File: config.mk
export PLATFORM = sky130hd
export DESIGN_NAME = interval_reservation_table_core
export DESIGN_NICKNAME = d
export VERILOG_FILES = /design/src/design/irt_pkg.sv /design/src/design/interval_reservation_table_core.sv /design/src/design/irt_ram.sv /design/src/design/irt_ctrl.sv /design/src/design/irt_dp.sv
export SDC_FILE = /design/constraint.sdc
export NUM_CORES = 2
export LEC_CHECK = 0
export BUFFER_PORTS_ARGS = -buffer_cell sky130_fd_sc_hd__buf_4
export CAP_MARGIN = 5
export CORE_UTILIZATION = 38
export DETAILED_ROUTE_END_ITERATION = 8
export HOLD_SLACK_MARGIN = 0.1
export MAX_ROUTING_LAYER = met4
export PLACE_DENSITY = 0.58
export SLEW_MARGIN = 30
export SYNTH_ARGS = -nofsm -noshare
export SYNTH_HDL_FRONTEND = slang
export SYNTH_HIERARCHICAL = 1
export SYNTH_SLANG_ARGS = --single-unit
File: constraint.sdc
create_clock -name clk -period 11.95 [get_ports clk]
set_clock_uncertainty 0.1 [all_clocks]
set_input_delay 1.195 -clock clk [delete_from_list [all_inputs] [get_ports clk]]
set_output_delay 1.195 -clock clk [all_outputs]
set_load 0.01 [all_outputs]
File: src/design/irt_pkg.sv
// ----------------------------------------------------------------------------
// irt_pkg: shared types for the interval reservation table
// payload structs, opcode and status codes, controller state and the
// command and status groups between controller and datapath
// ----------------------------------------------------------------------------
package irt_pkg;

    localparam int TIME_W   = 10;
    localparam int ENTRY_W  = 2 * TIME_W;
    localparam int ACTIVE_W = 7;
    localparam logic [ACTIVE_W-1:0] ACTIVE_MAX = '1;

    typedef enum logic [1:0] {
        OP_CHECK  = 2'd0,
        OP_INSERT = 2'd1,
        OP_COUNT  = 2'd2,
        OP_NONE   = 2'd3
    } opcode_t;

    typedef enum logic [1:0] {
        STAT_OK    = 2'd0,
        STAT_FULL  = 2'd1,
        STAT_RANGE = 2'd2,
        STAT_ORDER = 2'd3
    } status_t;

    typedef struct packed {
        logic [1:0]        opcode;
        logic [TIME_W-1:0] start_time;
        logic [TIME_W-1:0] end_time;
        logic [TIME_W-1:0] probe_time;
    } req_t;

    typedef struct packed {
        logic                conflict;
        logic [ACTIVE_W-1:0] active_count;
        logic [1:0]          status;
    } rsp_t;

    typedef enum logic [2:0] {
        S_IDLE   = 3'd0,
        S_DECODE = 3'd1,
        S_SCAN   = 3'd2,
        S_DRAIN  = 3'd3,
        S_DONE   = 3'd4
    } state_t;

    // controller to datapath
    typedef struct packed {
        logic load;    // capture the request
        logic decode;  // range, order and capacity checks, insert write, scan setup
        logic issue;   // read the next table slot
        logic finish;  // load the response register
    } cmd_t;

    // datapath to controller
    typedef struct packed {
        logic scan_needed;
        logic last_addr;
        logic out_busy;
    } stat_t;

endpackage

File: src/design/interval_reservation_table_core.sv
// ----------------------------------------------------------------------------
// interval_reservation_table_core: interval reservation table
// stores half-open intervals and answers conflict checks, inserts and
// active-interval counts with one response per request
// ----------------------------------------------------------------------------
// sequence: insert, rejected requests and unused opcode go from request
//   capture through decode straight to the response register; check and
//   count first scan the interval ram, one ram read per stored entry
// throughput: one request at a time; a new request is taken only after the
//   scan over the interval ram is through and the response register is loaded
// reset: rst_n asynchronous, clears the entry count, the sequencer and the
//   response valid; the ram holds no reset and only filled slots are read
// ----------------------------------------------------------------------------
module interval_reservation_table_core
    import irt_pkg::*;
#(
    parameter int TIME_LIMIT  = 1023,
    parameter int MAX_ENTRIES = 64
) (
    input  logic clk,
    input  logic rst_n,
    // request channel, one transfer per command
    input  logic req_valid,
    output logic req_ready,
    input  req_t req,
    // response channel, one transfer per command
    output logic rsp_valid,
    input  logic rsp_ready,
    output rsp_t rsp
);

    // command and status groups between sequencer and datapath
    cmd_t  cmd;
    stat_t stat;

    // sequencer: idle -> decode -> (scan -> drain) -> done
    irt_ctrl u_ctrl (
        .clk       (clk),
        .rst_n     (rst_n),
        .req_valid (req_valid),
        .req_ready (req_ready),
        .stat      (stat),
        .cmd       (cmd)
    );

    // datapath: the response register lets a finished result wait for its
    // transfer while the sequencer already takes the next request
    irt_dp #(
        .TIME_LIMIT  (TIME_LIMIT),
        .MAX_ENTRIES (MAX_ENTRIES)
    ) u_dp (
        .clk       (clk),
        .rst_n     (rst_n),
        .req       (req),
        .cmd       (cmd),
        .stat      (stat),
        .rsp_valid (rsp_valid),
        .rsp_ready (rsp_ready),
        .rsp       (rsp)
    );

endmodule

File: src/design/irt_ram.sv
// ----------------------------------------------------------------------------
// irt_ram: generic single-port-write, single-port-read ram
// one write and one registered read per cycle, no reset on the array
// ----------------------------------------------------------------------------
module irt_ram #(
    parameter int WIDTH = 20,
    parameter int DEPTH = 64
) (
    input  logic                                  clk,
    input  logic                                  we,
    input  logic [(DEPTH > 1 ? $clog2(DEPTH) : 1)-1:0] waddr,
    input  logic [WIDTH-1:0]                      wdata,
    input  logic                                  re,
    input  logic [(DEPTH > 1 ? $clog2(DEPTH) : 1)-1:0] raddr,
    output logic [WIDTH-1:0]                      rdata
);

    logic [WIDTH-1:0] mem [DEPTH];
    logic [WIDTH-1:0] rdata_reg;

    always_ff @(posedge clk)
    begin
        if (we)
        begin
            mem[waddr] <= wdata;
        end
        if (re)
        begin
            rdata_reg <= mem[raddr];
        end
    end

    assign rdata = rdata_reg;

endmodule

File: src/design/irt_ctrl.sv
// ----------------------------------------------------------------------------
// irt_ctrl: request sequencer
// steps each request through capture, decode, table scan and response
// ----------------------------------------------------------------------------
module irt_ctrl
    import irt_pkg::*;
(
    input  logic   clk,
    input  logic   rst_n,
    input  logic   req_valid,
    output logic   req_ready,
    input  stat_t  stat,
    output cmd_t   cmd
);

    state_t state_reg;
    state_t state_next;

    always_ff @(posedge clk or negedge rst_n)
    begin
        if (!rst_n)
        begin
            state_reg <= S_IDLE;
        end
        else
        begin
            state_reg <= state_next;
        end
    end

    // next state
    always_comb
    begin
        state_next = state_reg;
        case (state_reg)
            S_IDLE:
            begin
                if (req_valid)
                begin
                    state_next = S_DECODE;
                end
            end
            S_DECODE:
            begin
                state_next = stat.scan_needed ? S_SCAN : S_DONE;
            end
            S_SCAN:
            begin
                if (stat.last_addr)
                begin
                    state_next = S_DRAIN;
                end
            end
            S_DRAIN:
            begin
                state_next = S_DONE;
            end
            S_DONE:
            begin
                if (!stat.out_busy)
                begin
                    state_next = S_IDLE;
                end
            end
            default:
            begin
                state_next = S_IDLE;
            end
        endcase
    end

    // outputs
    always_comb
    begin
        req_ready  = 1'b0;
        cmd        = '0;
        case (state_reg)
            S_IDLE:
            begin
                req_ready = 1'b1;
                cmd.load  = req_valid;
            end
            S_DECODE:
            begin
                cmd.decode = 1'b1;
            end
            S_SCAN:
            begin
                cmd.issue = 1'b1;
            end
            S_DRAIN:
            begin
                cmd = '0;
            end
            S_DONE:
            begin
                cmd.finish = !stat.out_busy;
            end
            default:
            begin
                cmd = '0;
            end
        endcase
    end

endmodule

File: src/design/irt_dp.sv
// ----------------------------------------------------------------------------
// irt_dp: table datapath
// request register, range checks, interval ram, scan accumulators and
// the response register
// ----------------------------------------------------------------------------
module irt_dp
    import irt_pkg::*;
#(
    parameter int TIME_LIMIT  = 1023,
    parameter int MAX_ENTRIES = 64
) (
    input  logic  clk,
    input  logic  rst_n,
    input  req_t  req,
    input  cmd_t  cmd,
    output stat_t stat,
    output logic  rsp_valid,
    input  logic  rsp_ready,
    output rsp_t  rsp
);

    localparam int IDXW   = (MAX_ENTRIES > 1) ? $clog2(MAX_ENTRIES) : 1;
    localparam int CNTW   = $clog2(MAX_ENTRIES + 1);
    localparam int TCMP_W = 17;

    req_t                req_reg;
    status_t             status_reg;
    status_t             dec_status;
    logic [CNTW-1:0]     count_reg;
    logic [CNTW-1:0]     count_next;
    logic [IDXW-1:0]     addr_reg;
    logic [IDXW-1:0]     addr_next;
    logic                pend_reg;
    logic                hit_reg;
    logic                hit_next;
    logic                have_reg;
    logic                have_next;
    logic [TIME_W-1:0]   ps_reg;
    logic [TIME_W-1:0]   ps_next;
    logic [TIME_W-1:0]   pe_reg;
    logic [TIME_W-1:0]   pe_next;
    logic [ACTIVE_W-1:0] acc_reg;
    logic [ACTIVE_W-1:0] acc_next;
    rsp_t                rsp_reg;
    rsp_t                rsp_next;
    logic                rsp_valid_reg;
    logic                s_bad;
    logic                e_bad;
    logic                t_bad;
    logic                ram_we;
    logic [ENTRY_W-1:0]  rd_data;
    logic [TIME_W-1:0]   rd_s;
    logic [TIME_W-1:0]   rd_e;

    // range, order and capacity checks
    assign s_bad = TCMP_W'(req_reg.start_time) > TCMP_W'(TIME_LIMIT);
    assign e_bad = TCMP_W'(req_reg.end_time)   > TCMP_W'(TIME_LIMIT);
    assign t_bad = TCMP_W'(req_reg.probe_time) > TCMP_W'(TIME_LIMIT);

    always_comb
    begin
        dec_status = STAT_OK;
        case (req_reg.opcode)
            OP_CHECK:
            begin
                if (s_bad || e_bad)
                begin
                    dec_status = STAT_RANGE;
                end
            end
            OP_INSERT:
            begin
                if (s_bad || e_bad)
                begin
                    dec_status = STAT_RANGE;
                end
                else if (req_reg.end_time <= req_reg.start_time)
                begin
                    dec_status = STAT_ORDER;
                end
                else if (count_reg >= CNTW'(MAX_ENTRIES))
                begin
                    dec_status = STAT_FULL;
                end
            end
            OP_COUNT:
            begin
                if (t_bad)
                begin
                    dec_status = STAT_RANGE;
                end
            end
            default:
            begin
                dec_status = STAT_OK;
            end
        endcase
    end

    assign ram_we = cmd.decode && (req_reg.opcode == OP_INSERT) && (dec_status == STAT_OK);

    irt_ram #(
        .WIDTH (ENTRY_W),
        .DEPTH (MAX_ENTRIES)
    ) u_ram (
        .clk   (clk),
        .we    (ram_we),
        .waddr (count_reg[IDXW-1:0]),
        .wdata ({req_reg.start_time, req_reg.end_time}),
        .re    (cmd.issue),
        .raddr (addr_reg),
        .rdata (rd_data)
    );

    assign rd_s = rd_data[ENTRY_W-1:TIME_W];
    assign rd_e = rd_data[TIME_W-1:0];

    // status toward the controller
    assign stat.scan_needed = ((req_reg.opcode == OP_CHECK) || (req_reg.opcode == OP_COUNT))
                              && (dec_status == STAT_OK) && (count_reg != '0);
    assign stat.last_addr   = CNTW'(addr_reg) == (count_reg - CNTW'(1));
    assign stat.out_busy    = rsp_valid_reg && !rsp_ready;

    // scan accumulators
    always_comb
    begin
        count_next = count_reg;
        addr_next  = addr_reg;
        hit_next   = hit_reg;
        have_next  = have_reg;
        ps_next    = ps_reg;
        pe_next    = pe_reg;
        acc_next   = acc_reg;
        if (ram_we)
        begin
            count_next = count_reg + CNTW'(1);
        end
        if (cmd.decode)
        begin
            addr_next = '0;
            hit_next  = 1'b0;
            have_next = 1'b0;
            acc_next  = '0;
        end
        else
        begin
            if (cmd.issue)
            begin
                addr_next = addr_reg + IDXW'(1);
            end
            if (pend_reg)
            begin
                if (req_reg.opcode == OP_CHECK)
                begin
                    if (rd_s >= req_reg.start_time)
                    begin
                        if (rd_s < req_reg.end_time)
                        begin
                            hit_next = 1'b1;
                        end
                    end
                    else if (!have_reg || (rd_s > ps_reg)
                             || ((rd_s == ps_reg) && (rd_e > pe_reg)))
                    begin
                        have_next = 1'b1;
                        ps_next   = rd_s;
                        pe_next   = rd_e;
                    end
                end
                else if ((rd_s <= req_reg.probe_time) && (req_reg.probe_time < rd_e)
                         && (acc_reg != ACTIVE_MAX))
                begin
                    acc_next = acc_reg + ACTIVE_W'(1);
                end
            end
        end
    end

    // response
    always_comb
    begin
        rsp_next              = '0;
        rsp_next.status       = status_reg;
        if ((req_reg.opcode == OP_CHECK) && (status_reg == STAT_OK))
        begin
            rsp_next.conflict = hit_reg || (have_reg && (pe_reg > req_reg.start_time));
        end
        if ((req_reg.opcode == OP_COUNT) && (status_reg == STAT_OK))
        begin
            rsp_next.active_count = acc_reg;
        end
    end

    always_ff @(posedge clk or negedge rst_n)
    begin
        if (!rst_n)
        begin
            count_reg     <= '0;
            pend_reg      <= 1'b0;
            rsp_valid_reg <= 1'b0;
        end
        else
        begin
            count_reg <= count_next;
            pend_reg  <= cmd.issue;
            if (cmd.finish)
            begin
                rsp_valid_reg <= 1'b1;
            end
            else if (rsp_ready)
            begin
                rsp_valid_reg <= 1'b0;
            end
        end
    end

    always_ff @(posedge clk)
    begin
        if (cmd.load)
        begin
            req_reg <= req;
        end
        if (cmd.decode)
        begin
            status_reg <= dec_status;
        end
        if (cmd.finish)
        begin
            rsp_reg <= rsp_next;
        end
        addr_reg <= addr_next;
        hit_reg  <= hit_next;
        have_reg <= have_next;
        ps_reg   <= ps_next;
        pe_reg   <= pe_next;
        acc_reg  <= acc_next;
    end

    assign rsp_valid = rsp_valid_reg;
    assign rsp       = rsp_reg;

    // the table only grows on a successful insert, one slot at a time
    a_count_step: assert property (@(posedge clk) disable iff (!rst_n)
        !$stable(count_reg) |-> $past(ram_we) && (count_reg == $past(count_reg) + CNTW'(1)))
        else $error("entry count changed without an insert");

    // no write beyond the table
    a_write_room: assert property (@(posedge clk) disable iff (!rst_n)
        ram_we |-> (count_reg < CNTW'(MAX_ENTRIES)))
        else $error("insert into a full table");

    // scan reads stay inside the filled slots
    a_scan_bound: assert property (@(posedge clk) disable iff (!rst_n)
        cmd.issue |-> (CNTW'(addr_reg) < count_reg))
        else $error("scan read past the last filled slot");

    // a waiting response is never overwritten
    a_no_overwrite: assert property (@(posedge clk) disable iff (!rst_n)
        cmd.finish |-> !(rsp_valid_reg && !rsp_ready))
        else $error("response register overwritten");

endmodule

**After elaboration in Yosys (flattened, before gate mapping)**

Memories as Yosys holds them, arrays and structs flattened. A register that Yosys moved wholly into a read port is not among the register bits.
Index checks and enable logic that the tools add are counted.

- Word-level logic and storage cells: 93
- Memories kept: 1
- Output and inout bits: 12
- Flip-flop bits (word level): 91
- Memory bits (writable): 1,280

Memory list:

| name | words | width | rd ports | clocked after memory_dff | write ports | line | source |
|---|---|---|---|---|---|---|---|
| u_dp.u_ram.mem | 64 | 20 | 1 | 1 | 1 | irt_ram.sv:18 | `logic [WIDTH-1:0] mem [DEPTH];` |

- Magnitude comparators: 9
- Add/sub/neg operators: 4
- Bitwise gates (word level): 3
- Equal/unequal tests: 12
- Reductions and logical operators: 29
- Muxes and demuxes: 17

Operator list:

| cell | number |
|---|---|
| greater-than comparator 10 bit | 3 |
| less-or-equal comparator 10 bit | 2 |
| less-than comparator 10 bit | 2 |
| case mux 3 bit (5 select lines) | 1 |
| adder 7 x 1 -> 7 bit, second input constant | 2 |
| two-way mux 3 bit | 4 |
| logical AND 1 bit | 11 |
| == test 10 bit | 1 |
| greater-or-equal comparator 10 bit | 1 |
| two-way mux 1 bit | 10 |
| AND reduction 4 bit | 2 |
| == test 6 x 7 -> 1 bit | 1 |
| greater-or-equal comparator 7 bit, second input constant | 1 |
| != test 7 bit, second input constant | 1 |
| nonzero test 7 bit | 1 |
| subtractor 7 x 1 -> 7 bit, second input constant | 1 |
| adder 6 x 1 -> 6 bit, second input constant | 1 |
| == test 3 x 2 -> 1 bit, second input constant | 2 |
| logical NOT 2 bit | 3 |
| != test 2 bit, second input constant | 3 |
| AND reduction 3 bit | 2 |
| AND reduction 5 bit | 1 |
| logical OR 1 bit | 4 |
| two-way mux 2 bit | 2 |
| other kinds (8) | 12 |

**Longest topological paths before layout**

- Word-level depth: 9
- Depth in mapped cells: 10
- Gate-level depth less buffers: 10

**By module**

The synthesis kept the hierarchy.

By module, submodules not included:

| module | times used | cells each | sequential area each (um^2) | area an instance (um^2) |
|---|---|---|---|---|
| irt_ram | 1 | 2,243 | 39,037.4 | 49,695.2 |
| irt_dp | 1 | 459 | 2,447.3 | 5,147.4 |
| irt_ctrl | 1 | 16 | 75.1 | 173.9 |

**Worst setup path before layout**

OpenSTA, ideal clock, no wires.

- Path type: reg2reg
- Start point: reg u_dp/req_reg[25] (netlist name)
- End point: mem u_dp.u_ram.mem[48][0] (enable)
- Stages on the path, launching flop included: 9
- Buffers on the path: 0
- Slack: 7.020 ns
- Arrival: 4.408 ns
- Clock period less this slack: 4.930 ns
- Cell sequence: edfxtp_1 inv_1 ha_1 and4_1 a221oi_1 o21a_1 nor4_2 nand4b_1 nor3_1

- Word-level cells in the longest chain between the ends: 7

Ends and longest elaborated chain:

| item | line | source |
|---|---|---|
| start, declared | irt_dp.sv:26 | `req_t req_reg;` |
| start signal, assigned | irt_dp.sv:221 | `req_reg <= req;` |
| less-or-equal comparator 10 bit | irt_dp.sv:77 | `else if (req_reg.end_time <= req_reg.start_time)` |
| two-way mux 2 bit | irt_dp.sv:77 |  |
| two-way mux 2 bit | n/a |  |
| logical NOT 2 bit | irt_dp.sv:100 | `assign ram_we = cmd.decode && (req_reg.opcode == OP_INSERT) && (dec_status == STAT_OK);` |
| logical AND 1 bit | irt_dp.sv:100 |  |
| net u_dp.ram_we | irt_dp.sv:50 | `logic ram_we;` |
| two-way mux 1 bit | irt_ram.sv:23 | `if (we)` |
| two-way mux 1 bit (implied by the code) | irt_ram.sv:25 | `mem[waddr] <= wdata;` |
| end, declared | irt_ram.sv:18 |  |

The timed path passes the listed nets, and every way through them passes these cells.

**Worst setup path after layout**

- Start point: reg u_dp/req_reg[23] (netlist name)
- End point: mem u_dp.u_ram.mem[2][6] (enable)

The elaborated chain is that of the path after synthesis.

==> run metrics <==
RSZ-0062 raised after global routing=false; synthesized flop and latch total=1391; kind of critical path=reg2reg; Fmax=195 MHz; Initial Utilization=38.3%; flip-flop count of the largest register after layout=1280; # nets final=2962; Synth area leaders=edfxtp_1 (74%), mux4_2 (11%), mux2i_1 (3.4%), ha_1 (1.9%), a22oi_1 (0.87%); clock buffer depth=3; Post-CTS Hold Fix Bufs=0; ys async rst share=0.863%; cts bufs inserted=145; WL final=138 mm; DP HPWL=81.8 mm; filler instances=12300; Most used DFF post-synth=edfxtp_1; Worst Hold Class=in2async; failing checks=design-rule violations; die height=383 µm; DRT iter0 DRCs=2410; most frequent cells after synthesis=edfxtp_1 (1364), mux4_2 (264), mux2i_1 (188); distinct cell type count after synthesis=65; sequential share of power=48.0%; Logic pwr share=16.4%; worst r2r dst=u_dp/u_ram/mem[2][6]; reg2reg path depth=11; postcts setup bufs=0; fin area=62600 µm²; setup TNS=0 ps; met3 Use GR=4.28%; reg-to-reg startpoint=u_dp/req_reg[23]; GRT met1 Usage=24.9%; Worst Setup Start Kind=flip-flop; flop-to-flop setup slack=6830 ps; first-pass GRT wire length=197 mm; total number of vias=27100; Final ANT Viol Nets=0; pre-CTS setup slack=6730 ps; largest net degree at the start of global routing=107; GRT Overall Usage=19.4%; leading area contributor after synthesis=edfxtp_1; Area Growth Syn to Fin=13.9%; remaining global-route overflow=0; total number of H-tree levels=4; Core Box Area=144000 µm²; critical-path cell list=buf_4 > inv_1 > ha_1 > and4_1 > a221oi_1 > o21a_1 > nor4_2 > buf_4 > nor2b_1 > nand2_1 > nor2_4; endpoint class of the critical path=flip-flop; top cell type's share of synthesized area=74.4%; CP Data Arrival Time=5380 ps; GP Congestion=0.901; final core area utilization=43.6%; Final Cycle Share=42.9%; initial antenna violation count=6; Clk pwr share=35.5%; max_cap viols=0; IO buf count=47; register area share after synthesis=75.5%; Hold Slack=185 ps; CP max FO=65; DR pass1 iterations=9; Cell Area, Synth=55000 µm²; Final setup viols=0; power density over the cells=194 nW/µm²; final hold viol count=0; layout cell share with drive strength beyond 1=22.8%; root buf cell=clkbuf_16; syn_nets=2836; row cnt=139; clock-pin slew on the worst setup and hold paths=60 ps; via/cell ratio=5.57; grt met2 use=30.9%; Ports=48; switching share of power=26.4%; Clk Latency, worst-skew pair=760 ps; WP data required=12210 ps; Yosys Warn Count=6; Die Width=383 µm; die area=146000 µm²; crit-path max cell delay=920 ps; vias in the first global route=27300; Setup WS post-layout=6830 ps; internal power=8950 µW; Period minus WS final=5120 ps; CP Launch Point=u_dp/req_reg[23]; outcome=finished, violations left; multi-input combinational cell area=12900 µm²; Gate Count Post-Synth=2718; # clock sinks=1391; Critical-path top delay cell=nor2_4; Top cell by count, worst path=buf_4; Post-synth EDFFs=1364; Worst Tran Pin Value=1090 ps; most frequent cell after synthesis=edfxtp_1; register area=41600 µm²; Peak supply drop=0.117 mV; CTS tree=done; number of remaining DRC errors=16; Avg Inst Size Synth=20.2 µm²; pins over their slew limit=0; P_leak=0.0194 µW; post-cts resize count=0; GRT busiest layer=met2; Post-DP Area=58000 µm²; Sw Pwr=3210 µW; Wirelength per Cell=28.3 µm; relative slew slack=27.3%
==> layer usage <==
layer / vias up / routed length, µm
met1: 14500 / 56100
met3: 181 / 9930
met5: - / 0
met4: 0 / 3740
met2: 927 / 68200
li1: 11500 / -
==> metrics by stage <==
| stage | total power, µW | instances |
|---|---|---|
| 3_3_place_gp | 7910 | 4596 |
| 2_1_floorplan | 7200 | 2718 |
| 3_5_place_dp | 7950 | 4598 |
| 6_report | 12200 | 4868 |
| 5_1_grt | 12600 | 4859 |
| 4_1_cts | 12300 | 4857 |
==> worst max-delay path, delay by kind of cell (launching register included) <==
kind                       cells  cell delay, ps
DFF                            1             330
and+or+nand+nor                5            2520
adders and majority gates      1             350
buffers and inverters          3            1030
AOI/OAI and AO/OA              2             370
==> power groups by stage <==
stage	clock, µW	combinational, µW	sequential, µW
6_report	4320	2000	5840
5_1_grt	4590	2140	5850
4_1_cts	4410	2020	5840
3_5_place_dp	0	2010	5940
3_3_place_gp	0	1970	5930
2_1_floorplan	0	1230	5970
==> worst max-delay path by stage <==
stage,end,slack (ps),cells after the start
floorplan,u_dp/u_ram/mem[48][0],7020,8
global placement,u_dp/u_ram/mem[6][10],6760,12
detailed placement,u_dp/u_ram/mem[12][8],6730,11
CTS,u_dp/u_ram/mem[12][7],6710,11
global route,u_dp/u_ram/mem[2][6],6700,11
finish,u_dp/u_ram/mem[2][6],6830,11
==> placed cells by master, fill, tap and decap left out, types with 10 or more instances in the layout <==
cell type / count
a21o_1: 26
a21oi_1: 21
a22oi_1: 64
a31oi_1: 36
and3_1: 16
buf_4: 104
bufinv_16: 10
clkbuf_1: 35
clkbuf_16: 148
clkinv_1: 29
clkinv_2: 20
dfrtp_1: 12
dfxtp_1: 11
edfxtp_1: 1364
ha_1: 82
inv_1: 70
mux2i_1: 188
mux4_2: 264
nand2_1: 24
nand2b_1: 13
nand3_1: 11
nand4_1: 17
nor2_1: 38
nor2_2: 17
nor2_4: 47
nor2b_1: 12
nor3_1: 11
o21ai_0: 39
o22ai_1: 53
o31ai_1: 20
xor2_1: 11
==> area by class of cell <==
class	count	area share (%)
sequential	1391	66.4
multi-input combinational	1124	20.7
clock buffer	184	6.14
tap	1903	3.80
timing repair buffer	112	1.46
clock inverter	75	1.10
inverter	70	0.419
antenna	9	0.0360
==> cells by family after synthesis <==
kind of cell             share of synthesized area (%)
flip-flops                                        75.5
multiplexers                                      14.4
adder cells (fa/ha/maj)                           1.86
AO/OA/AOI/OAI                                     3.75
AND/OR/NAND/NOR                                   2.41
XOR/XNOR                                         0.302
buffers and inverters                             1.74
No activity file was read; power rests on OpenSTA's default activity.
